--- src/hdl/bpf_pkg.sv ---
// Shared types and constants of the bus packet framer.
`timescale 1ns / 1ps
`default_nettype none

package bpf_pkg;

   // Default depth of the queue between front and back
   localparam int QUEUE_DEPTH_DEF = 2;

   // Work kinds handed from front to back
   typedef enum logic [1:0] {
      KIND_HEADER,
      KIND_DATA,
      KIND_REJECT
   } kind_type;

   // One classified item as queued for the serializer
   typedef struct packed {
      kind_type    kind;
      logic        close;       // emit checksum after this item
      logic [7:0]  device_id;
      logic [7:0]  source_id;
      logic [7:0]  packet_command;
      logic [15:0] payload_length;
      logic [7:0]  data_byte;
   } desc_type;

   // Queue status seen by front and back
   typedef struct packed {
      logic push_ready;
      logic pop_valid;
   } qstat_type;

endpackage

`default_nettype wire

--- src/hdl/bpf_front.sv ---
// Front end: accepts items, tracks packet state and classifies each item.
`timescale 1ns / 1ps
`default_nettype none

module bpf_front (
   input  wire logic               clock,
   input  wire logic               reset,
   input  wire logic               req_valid,
   output logic                    req_stall,
   input  wire logic               req_command,
   input  wire logic [7:0]         req_device_id,
   input  wire logic [7:0]         req_source_id,
   input  wire logic [7:0]         req_packet_command,
   input  wire logic [15:0]        req_payload_length,
   input  wire logic [7:0]         req_data_byte,
   input  wire bpf_pkg::qstat_type q_stat,
   output logic                    push,
   output bpf_pkg::desc_type       push_desc
);
   import bpf_pkg::*;

   logic        open_ff, open_in;
   logic [15:0] left_ff, left_in;
   logic        take;

   // Stall only when the queue has no room
   assign req_stall = !q_stat.push_ready;
   assign take      = req_valid && q_stat.push_ready;
   assign push      = take;

   // Classify the item and work out the next packet state
   always_comb begin
      open_in                  = open_ff;
      left_in                  = left_ff;
      push_desc.device_id      = req_device_id;
      push_desc.source_id      = req_source_id;
      push_desc.packet_command = req_packet_command;
      push_desc.payload_length = req_payload_length;
      push_desc.data_byte      = req_data_byte;
      push_desc.kind           = KIND_HEADER;
      push_desc.close          = 1'b0;
      if (!req_command) begin
         push_desc.kind  = KIND_HEADER;
         push_desc.close = (req_payload_length == 16'd0);
         open_in         = (req_payload_length != 16'd0);
         left_in         = req_payload_length;
      end else if (open_ff) begin
         push_desc.kind  = KIND_DATA;
         push_desc.close = (left_ff == 16'd1);
         left_in         = left_ff - 16'd1;
         open_in         = (left_ff != 16'd1);
      end else begin
         push_desc.kind  = KIND_REJECT;
      end
   end

   // Update packet state on each transfer
   always_ff @(posedge clock) begin
      if (reset) begin
         open_ff <= 1'b0;
         left_ff <= 16'd0;
      end else if (take) begin
         open_ff <= open_in;
         left_ff <= left_in;
      end
   end

endmodule

`default_nettype wire

--- src/hdl/bpf_queue.sv ---
// Short FIFO of classified items between front and back.
`timescale 1ns / 1ps
`default_nettype none

module bpf_queue #(
   parameter int DEPTH = bpf_pkg::QUEUE_DEPTH_DEF
) (
   input  wire logic              clock,
   input  wire logic              reset,
   input  wire logic              push,
   input  wire bpf_pkg::desc_type push_desc,
   input  wire logic              pop,
   output bpf_pkg::desc_type      head_desc,
   output bpf_pkg::qstat_type     q_stat
);
   import bpf_pkg::*;

   localparam int PW = (DEPTH > 1) ? $clog2(DEPTH) : 1;
   localparam int CW = $clog2(DEPTH + 1);
   localparam logic [PW-1:0] LAST_PTR = PW'(DEPTH - 1);
   localparam logic [CW-1:0] FULL_CNT = CW'(DEPTH);

   desc_type         slot_ff [DEPTH];
   logic [PW-1:0]    wr_ptr_ff, wr_ptr_in;
   logic [PW-1:0]    rd_ptr_ff, rd_ptr_in;
   logic [CW-1:0]    count_ff, count_in;
   logic             do_push, do_pop;

   assign q_stat.push_ready = (count_ff != FULL_CNT);
   assign q_stat.pop_valid  = (count_ff != '0);
   assign do_push           = push && q_stat.push_ready;
   assign do_pop            = pop && q_stat.pop_valid;
   assign head_desc         = slot_ff[rd_ptr_ff];

   // Advance pointers with wrap and track fill level
   always_comb begin
      wr_ptr_in = wr_ptr_ff;
      rd_ptr_in = rd_ptr_ff;
      count_in  = count_ff;
      if (do_push) begin
         wr_ptr_in = (wr_ptr_ff == LAST_PTR) ? '0 : wr_ptr_ff + PW'(1);
      end
      if (do_pop) begin
         rd_ptr_in = (rd_ptr_ff == LAST_PTR) ? '0 : rd_ptr_ff + PW'(1);
      end
      if (do_push && !do_pop) begin
         count_in = count_ff + CW'(1);
      end else if (do_pop && !do_push) begin
         count_in = count_ff - CW'(1);
      end
   end

   always_ff @(posedge clock) begin
      if (reset) begin
         wr_ptr_ff <= '0;
         rd_ptr_ff <= '0;
         count_ff  <= '0;
      end else begin
         wr_ptr_ff <= wr_ptr_in;
         rd_ptr_ff <= rd_ptr_in;
         count_ff  <= count_in;
      end
   end

   // Store entries; payload needs no reset
   always_ff @(posedge clock) begin
      if (do_push) begin
         slot_ff[wr_ptr_ff] <= push_desc;
      end
   end

endmodule

`default_nettype wire

--- src/hdl/bpf_back.sv ---
// Back end: serializes queued items into framed bytes and keeps the checksum.
`timescale 1ns / 1ps
`default_nettype none

module bpf_back (
   input  wire logic               clock,
   input  wire logic               reset,
   input  wire logic [7:0]         start_byte,
   input  wire bpf_pkg::desc_type  head_desc,
   input  wire bpf_pkg::qstat_type q_stat,
   output logic                    pop,
   output logic                    rsp_valid,
   input  wire logic               rsp_stall,
   output logic [7:0]              rsp_out_byte,
   output logic                    rsp_is_checksum,
   output logic                    rsp_rejected,
   output logic                    rsp_last_of_run
);
   import bpf_pkg::*;

   // Byte positions within a header run, and of the checksum in a data run
   localparam logic [2:0] STEP_START  = 3'd0;
   localparam logic [2:0] STEP_DEVICE = 3'd1;
   localparam logic [2:0] STEP_SOURCE = 3'd2;
   localparam logic [2:0] STEP_CMD    = 3'd3;
   localparam logic [2:0] STEP_LEN_HI = 3'd4;
   localparam logic [2:0] STEP_LEN_LO = 3'd5;
   localparam logic [2:0] STEP_HDR_CHK = 3'd6;
   localparam logic [2:0] STEP_DATA_CHK = 3'd1;

   logic [2:0] step_ff, step_in;
   logic [7:0] sum_ff, sum_in;
   logic       valid_ff, valid_in;
   logic [7:0] byte_ff, byte_in;
   logic       chk_ff, chk_in;
   logic       rej_ff, rej_in;
   logic       last_ff, last_in;

   logic       advance, fire;
   logic [2:0] last_step;
   logic [7:0] byte_sel;
   logic [7:0] checksum;
   logic       sel_chk;

   assign advance  = !valid_ff || !rsp_stall;
   assign fire     = advance && q_stat.pop_valid;
   assign checksum = 8'd0 - sum_ff;

   // Pick this cycle's byte from the head item
   always_comb begin
      byte_sel  = 8'd0;
      sel_chk   = 1'b0;
      last_step = 3'd0;
      unique case (head_desc.kind)
         KIND_HEADER: begin
            last_step = head_desc.close ? STEP_HDR_CHK : STEP_LEN_LO;
            unique case (step_ff)
               STEP_START:  byte_sel = start_byte;
               STEP_DEVICE: byte_sel = head_desc.device_id;
               STEP_SOURCE: byte_sel = head_desc.source_id;
               STEP_CMD:    byte_sel = head_desc.packet_command;
               STEP_LEN_HI: byte_sel = head_desc.payload_length[15:8];
               STEP_LEN_LO: byte_sel = head_desc.payload_length[7:0];
               default: begin
                  byte_sel = checksum;
                  sel_chk  = 1'b1;
               end
            endcase
         end
         KIND_DATA: begin
            last_step = head_desc.close ? STEP_DATA_CHK : STEP_START;
            if (step_ff == STEP_DATA_CHK) begin
               byte_sel = checksum;
               sel_chk  = 1'b1;
            end else begin
               byte_sel = head_desc.data_byte;
            end
         end
         default: begin
            last_step = STEP_START;
         end
      endcase
   end

   assign pop = fire && (step_ff == last_step);

   // Load the output register, step through the item, accumulate the sum
   always_comb begin
      step_in  = step_ff;
      sum_in   = sum_ff;
      valid_in = valid_ff;
      byte_in  = byte_ff;
      chk_in   = chk_ff;
      rej_in   = rej_ff;
      last_in  = last_ff;
      if (fire) begin
         valid_in = 1'b1;
         byte_in  = byte_sel;
         chk_in   = sel_chk;
         rej_in   = (head_desc.kind == KIND_REJECT);
         last_in  = (step_ff == last_step);
         step_in  = (step_ff == last_step) ? STEP_START : step_ff + 3'd1;
         if (head_desc.kind == KIND_HEADER && step_ff == STEP_START) begin
            sum_in = start_byte;
         end else if (!sel_chk && head_desc.kind != KIND_REJECT) begin
            sum_in = sum_ff + byte_sel;
         end
      end else if (advance) begin
         valid_in = 1'b0;
      end
   end

   always_ff @(posedge clock) begin
      if (reset) begin
         step_ff  <= STEP_START;
         sum_ff   <= 8'd0;
         valid_ff <= 1'b0;
      end else begin
         step_ff  <= step_in;
         sum_ff   <= sum_in;
         valid_ff <= valid_in;
      end
      byte_ff <= byte_in;
      chk_ff  <= chk_in;
      rej_ff  <= rej_in;
      last_ff <= last_in;
   end

   assign rsp_valid       = valid_ff;
   assign rsp_out_byte    = byte_ff;
   assign rsp_is_checksum = chk_ff;
   assign rsp_rejected    = rej_ff;
   assign rsp_last_of_run = last_ff;

endmodule

`default_nettype wire

--- src/hdl/bus_packet_framer_checksum_unit.sv ---
// Top level of the bus packet framer with two's complement checksum.
`timescale 1ns / 1ps
`default_nettype none

// Frames header and payload items into a byte stream, one byte per result
// transfer. A header item yields the start byte, device id, source id,
// command, length MSB and LSB, plus the checksum when the length is zero;
// each data item yields its byte, plus the checksum after the last one.
// A data item with no open packet yields one rejected zero byte. The
// front end takes one item per cycle while the queue of QUEUE_DEPTH items
// has room; the serializer in the back end sends one byte per cycle while
// the result side does not stall, so a header item yields 6 or 7 bytes, a
// data item 1 or 2 and a rejected item 1. csr_wr_data sets the start
// byte; write it only while idle.

module bus_packet_framer_checksum_unit #(
   parameter int QUEUE_DEPTH = bpf_pkg::QUEUE_DEPTH_DEF
) (
   input  wire logic        clock,
   input  wire logic        reset,
   input  wire logic        csr_wr_en,
   input  wire logic [7:0]  csr_wr_data,
   input  wire logic        req_valid,
   output logic             req_stall,
   input  wire logic        req_command,
   input  wire logic [7:0]  req_device_id,
   input  wire logic [7:0]  req_source_id,
   input  wire logic [7:0]  req_packet_command,
   input  wire logic [15:0] req_payload_length,
   input  wire logic [7:0]  req_data_byte,
   output logic             rsp_valid,
   input  wire logic        rsp_stall,
   output logic [7:0]       rsp_out_byte,
   output logic             rsp_is_checksum,
   output logic             rsp_rejected,
   output logic             rsp_last_of_run
);
   import bpf_pkg::*;

   logic [7:0] start_byte_ff;
   logic [7:0] start_byte_in;
   desc_type   push_desc;
   desc_type   head_desc;
   qstat_type  q_stat;
   logic       push;
   logic       pop;

   // Hold the start byte register
   assign start_byte_in = csr_wr_en ? csr_wr_data : start_byte_ff;

   always_ff @(posedge clock) begin
      if (reset) begin
         start_byte_ff <= 8'd0;
      end else begin
         start_byte_ff <= start_byte_in;
      end
   end

   bpf_front u_front (
      .clock              (clock),
      .reset              (reset),
      .req_valid          (req_valid),
      .req_stall          (req_stall),
      .req_command        (req_command),
      .req_device_id      (req_device_id),
      .req_source_id      (req_source_id),
      .req_packet_command (req_packet_command),
      .req_payload_length (req_payload_length),
      .req_data_byte      (req_data_byte),
      .q_stat             (q_stat),
      .push               (push),
      .push_desc          (push_desc)
   );

   bpf_queue #(
      .DEPTH (QUEUE_DEPTH)
   ) u_queue (
      .clock     (clock),
      .reset     (reset),
      .push      (push),
      .push_desc (push_desc),
      .pop       (pop),
      .head_desc (head_desc),
      .q_stat    (q_stat)
   );

   bpf_back u_back (
      .clock           (clock),
      .reset           (reset),
      .start_byte      (start_byte_ff),
      .head_desc       (head_desc),
      .q_stat          (q_stat),
      .pop             (pop),
      .rsp_valid       (rsp_valid),
      .rsp_stall       (rsp_stall),
      .rsp_out_byte    (rsp_out_byte),
      .rsp_is_checksum (rsp_is_checksum),
      .rsp_rejected    (rsp_rejected),
      .rsp_last_of_run (rsp_last_of_run)
   );

   // A rejected byte is a lone zero result that closes its run
   a_reject_form: assert property (@(posedge clock) disable iff (reset)
      rsp_valid && rsp_rejected |->
         rsp_out_byte == 8'd0 && !rsp_is_checksum && rsp_last_of_run)
      else $error("rejected result malformed");

   // A checksum always ends the run of its item
   a_checksum_last: assert property (@(posedge clock) disable iff (reset)
      rsp_valid && rsp_is_checksum |-> rsp_last_of_run)
      else $error("checksum not last of run");

   // Nothing is presented right after reset
   a_reset_idle: assert property (@(posedge clock)
      reset |=> !rsp_valid)
      else $error("result valid after reset");

   // The serializer never pops an empty queue
   a_pop_nonempty: assert property (@(posedge clock) disable iff (reset)
      pop |-> q_stat.pop_valid)
      else $error("pop from empty queue");

endmodule

`default_nettype wire

--- config.mk ---
export PLATFORM = sky130hd
export DESIGN_NAME = bus_packet_framer_checksum_unit
export DESIGN_NICKNAME = d
export VERILOG_FILES = /design/src/hdl/bpf_pkg.sv /design/src/hdl/bpf_front.sv /design/src/hdl/bpf_queue.sv /design/src/hdl/bpf_back.sv /design/src/hdl/bus_packet_framer_checksum_unit.sv
export SDC_FILE = /design/constraint.sdc
export NUM_CORES = 1
export LEC_CHECK = 0
export ABC_AREA = 1
export BUFFER_PORTS_ARGS = -buffer_cell sky130_fd_sc_hd__clkbuf_2
export CORE_ASPECT_RATIO = 1.5
export CORE_MARGIN = 2
export CORE_UTILIZATION = 54
export DETAILED_ROUTE_END_ITERATION = 12
export HOLD_SLACK_MARGIN = 0.03
export MAX_ROUTING_LAYER = met4
export PLACE_DENSITY_LB_ADDON = 0.25
export SKIP_CTS_REPAIR_TIMING = 1
export SYNTH_ARGS = -nofsm -noshare
export SYNTH_HDL_FRONTEND = slang
export SYNTH_HIERARCHICAL = 1
export SYNTH_SLANG_ARGS = --single-unit
--- constraint.sdc ---
create_clock -name clock -period 3.55 [get_ports clock]
set_input_delay 0.71 -clock clock [delete_from_list [all_inputs] [get_ports clock]]
set_output_delay 0.71 -clock clock [all_outputs]
set_load 0.05 [all_outputs]
Word-level counts from Yosys, hierarchy flattened. Memories as Yosys holds them, arrays and structs flattened. A register that Yosys moved wholly into a read port is not among the register bits. Cells that the tools add are included.

Flip-flop bits (word level): 52. RAM bits: 102. Logic and storage cells: 91. Memories kept: 1.

Add/sub/neg operators: 8. Eq/ne operators: 13. Multiplexer cells: 29. Reduce and logical (&&, ||, !) cells: 27.

Memory list: u_queue.slot_ff (depth 2, width 51, rd ports 1, clocked after memory_dff 1, write ports 1, RTL line bpf_queue.sv:23) `desc_type slot_ff [DEPTH];`.

Operators with widths (number): one-hot mux 8 bit (6 select lines) (1); 2-to-1 mux 16 bit (2); 2-to-1 mux 8 bit (3); == test 16 x 1 -> 1 bit (second input constant) (1); zero test 16 bit (1); inequality test 16 x 1 -> 1 bit (second input constant) (1); one-hot mux 8 bit (2 select lines) (1); nonzero test 16 bit (1); subtractor 16 x 1 -> 16 bit (second input constant) (1); 2-to-1 mux 1 bit (14); logical AND 1 bit (9); adder 8 bit (1); 2-to-1 mux 2 bit (4); nonzero test 2 bit (4); subtractor 1 x 8 -> 8 bit (first input constant) (1); == test 3 x 2 -> 1 bit (second input constant) (2); == test 3 bit (second input constant) (2); zero test 1 bit (6); 2-to-1 mux 3 bit (2); one-hot mux 3 bit (2 select lines) (1); OR reduction 6 bit (1); inequality test 2 bit (second input constant) (2); AND reduction 2 bit (2); adder 3 x 1 -> 3 bit (second input constant) (1); 12 further kinds (13).

Logic depth before layout (Yosys ltp).
Word-level depth: 8. Mapped depth: 22.

Hierarchy. The synthesis kept the hierarchy.

By module, submodules not included: bpf_queue (instances 1, cells each 196, area an instance 4175.3 um2, sequential area each 3163.0 um2); bpf_back (instances 1, cells each 287, area an instance 2030.7 um2, sequential area each 570.5 um2); bpf_front (instances 1, cells each 271, area an instance 1687.9 um2, sequential area each 340.3 um2); bus_packet_framer_checksum_unit (instances 1, cells each 51, area an instance 341.6 um2, sequential area each 160.2 um2).

Worst setup path before layout. OpenSTA, ideal clock, no wires.

Path kind: input to register. From: in req_valid. To: mem u_queue/slot_ff[0][0] (netlist name), enable pin. Setup time: 0.460 ns. Arrival time: 3.133 ns. Slack: -0.042 ns. Stages on the path: 4. Buffers on the path: 0. Path through: nand2_1 inv_1 nand2_1 nor2_1.

Word-level cells in the longest chain between the ends: 4.

Ends and longest elaborated chain: from (decl) (RTL line bus_packet_framer_checksum_unit.sv:23) `input wire logic req_valid,`; logical AND 1 bit (RTL line bpf_front.sv:28) `assign take = req_valid && q_stat.push_ready;`; named net push (RTL line bus_packet_framer_checksum_unit.sv:45) `logic push;`; logical AND 1 bit (RTL line bpf_queue.sv:31) `assign do_push = push && q_stat.push_ready;`; 2-to-1 mux 1 bit (RTL line bpf_queue.sv:67) `if (do_push) begin`; 2-to-1 mux 1 bit (not written as such) (RTL line bpf_queue.sv:68) `slot_ff[wr_ptr_ff] <= push_desc;`; to (decl) (RTL line bpf_queue.sv:23).

The timed path passes the listed nets, and every way through them passes these cells.

==> metrics.md <==
| Metric | Value |
|---|---|
| Iter 0 DRT Violations | 341 |
| Largest net degree at the start of global routing | 52 |
| Routed length per instance | 16.9 um |
| Layout cell share with drive strength beyond 1 | 25.0% |
| Synth cell types | 45 |
| Pre-CTS WS | between 0.2 and 0.3 ns |
| H-tree levels | 4 |
| Clock Skew | 0.00582 ns |
| Die W | between 100 and 150 um |
| Reg clk slew, reported paths | approximately 0.060 ns |
| Final min period | 3.26 ns |
| Crit Path Category | reg -> reg |
| Num CTS Buffers | 17 |
| Min Hold Slack | roughly 0.47 ns |
| Antenna diodes | 0 |
| Worst-case clock buffer depth | 2 |
| Worst Hold Class | in -> reg |
| Final wirelength | around 18000 um |
| Pwr dens | ~840 nW/um^2 |
| Routability-driven placement congestion ratio | approximately 0.96 |
| Vias in the first global route | about 5600 |
| Outcome | complete, no violations |
| Final setup fails | 0 |
| Die height | ~160 um |
| Area of the multi-input gates | ~3100 um^2 |
| Via density | 5.39 |
| Gr ovfl total | 0 |
| Final HPWL DP | ~13000 um |
| Fillcell total | around 1300 |
| Peak VDD IR | 505 uV |
| CP Cell Sequence | buf_12 > mux2_4 > inv_1 > o21ai_0 > a221oi_1 > nand3_1 > nand2_1 > o211ai_1 > ha_1 > a21oi_1 > nand2_1 > a31oi_1 > inv_1 > nand3_2 > nand3_2 > a21oi_2 |
| Nets | 914 |
| Core area | ~15000 um^2 |
| Max Fanout on Critical Path | 40 |
| Root buf cell | clkbuf_16 |
| Crit path required time | just under 4 ns |
| Synth Cell Area | 8240 um^2 |
| First-pass GRT wire length | between 20000 and 30000 um |
| Crit path capture type | flip-flop |
| Avg Synthesized Cell Area | between 10 and 15 um^2 |
| Fin worst setup slack | ~0.29 ns |
| Least-Margin Pin Slew | 0.699 ns |
| Leakage power | about 3.8 nW |
| #FFs+latches synth | about 160 |
| DRC | 0 |
| CTS tree | built |
| Worst-skew pair later-pin latency | between 0.4 and 0.5 ns |
| Startpoint types | flip-flop |
| Sum of negative setup slack | 0 ns |
| DR pass1 iterations | 5 |
| Final Hold Fails | 0 |
| Period utilization | 91.9% |
| Area Growth Syn to Fin | 8.58% |
| Max-cap violation count | 0 |
| IO buf count | between 70 and 80 |
| CP max stage delay | just under 0.4 ns |
| Initial antenna violation count | 0 |
| Syn_nets | 884 |
| Warnings from Yosys | 6 |
| F_max | just over 300 MHz |
| Mapped Cells | between 800 and 900 |
| ANT nets after route | 0 |
| Die area | 16300 um^2 |
| Initial core utilization | between 50% and 60% |
| Max_slew headroom | between 50% and 60% |
| Worst path slowest cell | dfxtp_2 |
| FF/Latch Area | ~4200 um^2 |
| Design Power | 0.00750 W |
| Vias | between 5000 and 6000 |
| Layout Utilization | approximately 60% |
| Cell Rows | 55 |
| Post-synthesis sequential area ratio | slightly above 50% |
| All-Layer GR Usage | 22.9% |
| Crit path DAT | 3.62 ns |
| # clock sinks | roughly 160 |
| IO Count | 75 |
| Pins Over Slew Limit | 0 |
| Critical path buffers and inverters | 3 |
| CP top delay family | compound AO/OA/AOI/OAI gates |
metrics by stage:
| step | cells | instance area (um^2) |
|---|---|---|
| after global placement | 1014 | 8340 |
| after detailed placement | 1014 | 8340 |
| after global routing | 1047 | 8940 |
| after floorplan | 805 | 8240 |
| after CTS | 1046 | 8930 |
| final | 1047 | 8940 |
logic make-up after synthesis:
logic type      synth area share, %
compound gates                 8.20
flops                          51.4
xor+xnor                      0.744
simple gates                   16.0
buf+inv                        11.7
fa+ha+maj                      2.67
mux                            9.25
worst paths after layout:
kind                                                    start                          endpoint  slack, ns  cells past startpoint
worst min-delay path                         req_source_id[7]  u_queue/slot_ff[0][39]$_DFFE_PP_       0.47                      1
worst min register to register  start_byte_ff[3]$_SDFFE_PP0P_     start_byte_ff[3]$_SDFFE_PP0P_       0.47                      2
worst max register to register                      flip-flop     u_back/sum_ff[7]$_SDFFE_PP0P_       0.29                     16
worst max-delay path                                flip-flop     u_back/sum_ff[7]$_SDFFE_PP0P_       0.29                     16
synthesized netlist by cell type (all sizes together):
library cell  instances  area, um^2
nor3                  4        31.3
nand3b                1        7.51
mux2                 51         762
nand3                42         243
o22ai                 6        37.5
a31oi                 2        12.5
a21oi                47         265
inv                 101         379
edfxtp              113        3390
a211oi                7        52.6
fa                    1        20.0
o21a                  1        7.51
dfxtp                42         841
o211ai                6        45.0
nand4                 8        50.1
o21ai                37         211
or2                   1        6.26
nor2                 76         345
ha                   16         200
nand2               162         636
o32ai                 1        8.76
xor2                  4        35.0
buf                  67         577
a221oi                3        26.3
o221ai                1        8.76
xnor2                 3        26.3
clkbuf                2        7.51
cell usage in the layout, fill, tap and decap left out, types with 26 or more instances in the layout:
master,synthesis,routed
o21ai_0,26,26
nand3_1,37,37
nor2_1,64,62
dfxtp_1,42,41
clkbuf_2,0,74
nand2_1,155,155
inv_1,92,92
a21oi_1,41,41
edfxtp_1,113,113
mux2_4,50,50
power breakdown:
| part | internal, W | switching, W |
|---|---|---|
| clock | 0.00105 | 0.000753 |
| sequential | 0.00245 | 0.000200 |
| combinational | 0.00110 | 0.00194 |
layout make-up:
cell class / instances / share of cell area (%)
timing repair buffer: 80 / 4.79
clock inverter: 14 / 1.83
inverter: 101 / 4.24
multi-input combinational: 480 / 34.2
tap: 199 / 2.78
clock buffer: 18 / 4.80
sequential: 155 / 47.4
sequential cells by signal, indices dropped and copies added (netlist names), 2 cells and up, named ones only:
| name | cells |
|---|---|
| u_queue/slot_ff | 102 |
| u_front/left_ff | 16 |
| start_byte_ff | 8 |
| u_back/rsp_out_byte | 8 |
| u_back/sum_ff | 8 |
| u_back/step_ff | 3 |
| u_queue/count_ff | 2 |
routing by layer:
layer | GRT usage, % | vias to the layer above | routed length [um]
li1 | - | 2727 | -
met1 | 22.9 | 2680 | 6390
met2 | 40.9 | 185 | 9680
met3 | 4.15 | 52 | 705
met4 | 14.2 | 0 | 895
met5 | - | - | 0
worst register-to-register path: stages (launching register included):
cell,delay (ns)
dfxtp_2,0.39
buf_12,0.30
mux2_4,0.37
inv_1,0.06
o21ai_0,0.09
a221oi_1,0.32
nand3_1,0.12
nand2_1,0.14
o211ai_1,0.14
ha_1,0.37
a21oi_1,0.16
nand2_1,0.11
a31oi_1,0.27
inv_1,0.09
nand3_2,0.08
nand3_2,0.08
a21oi_2,0.11
Note: power is estimated with default switching activity, not from simulation.
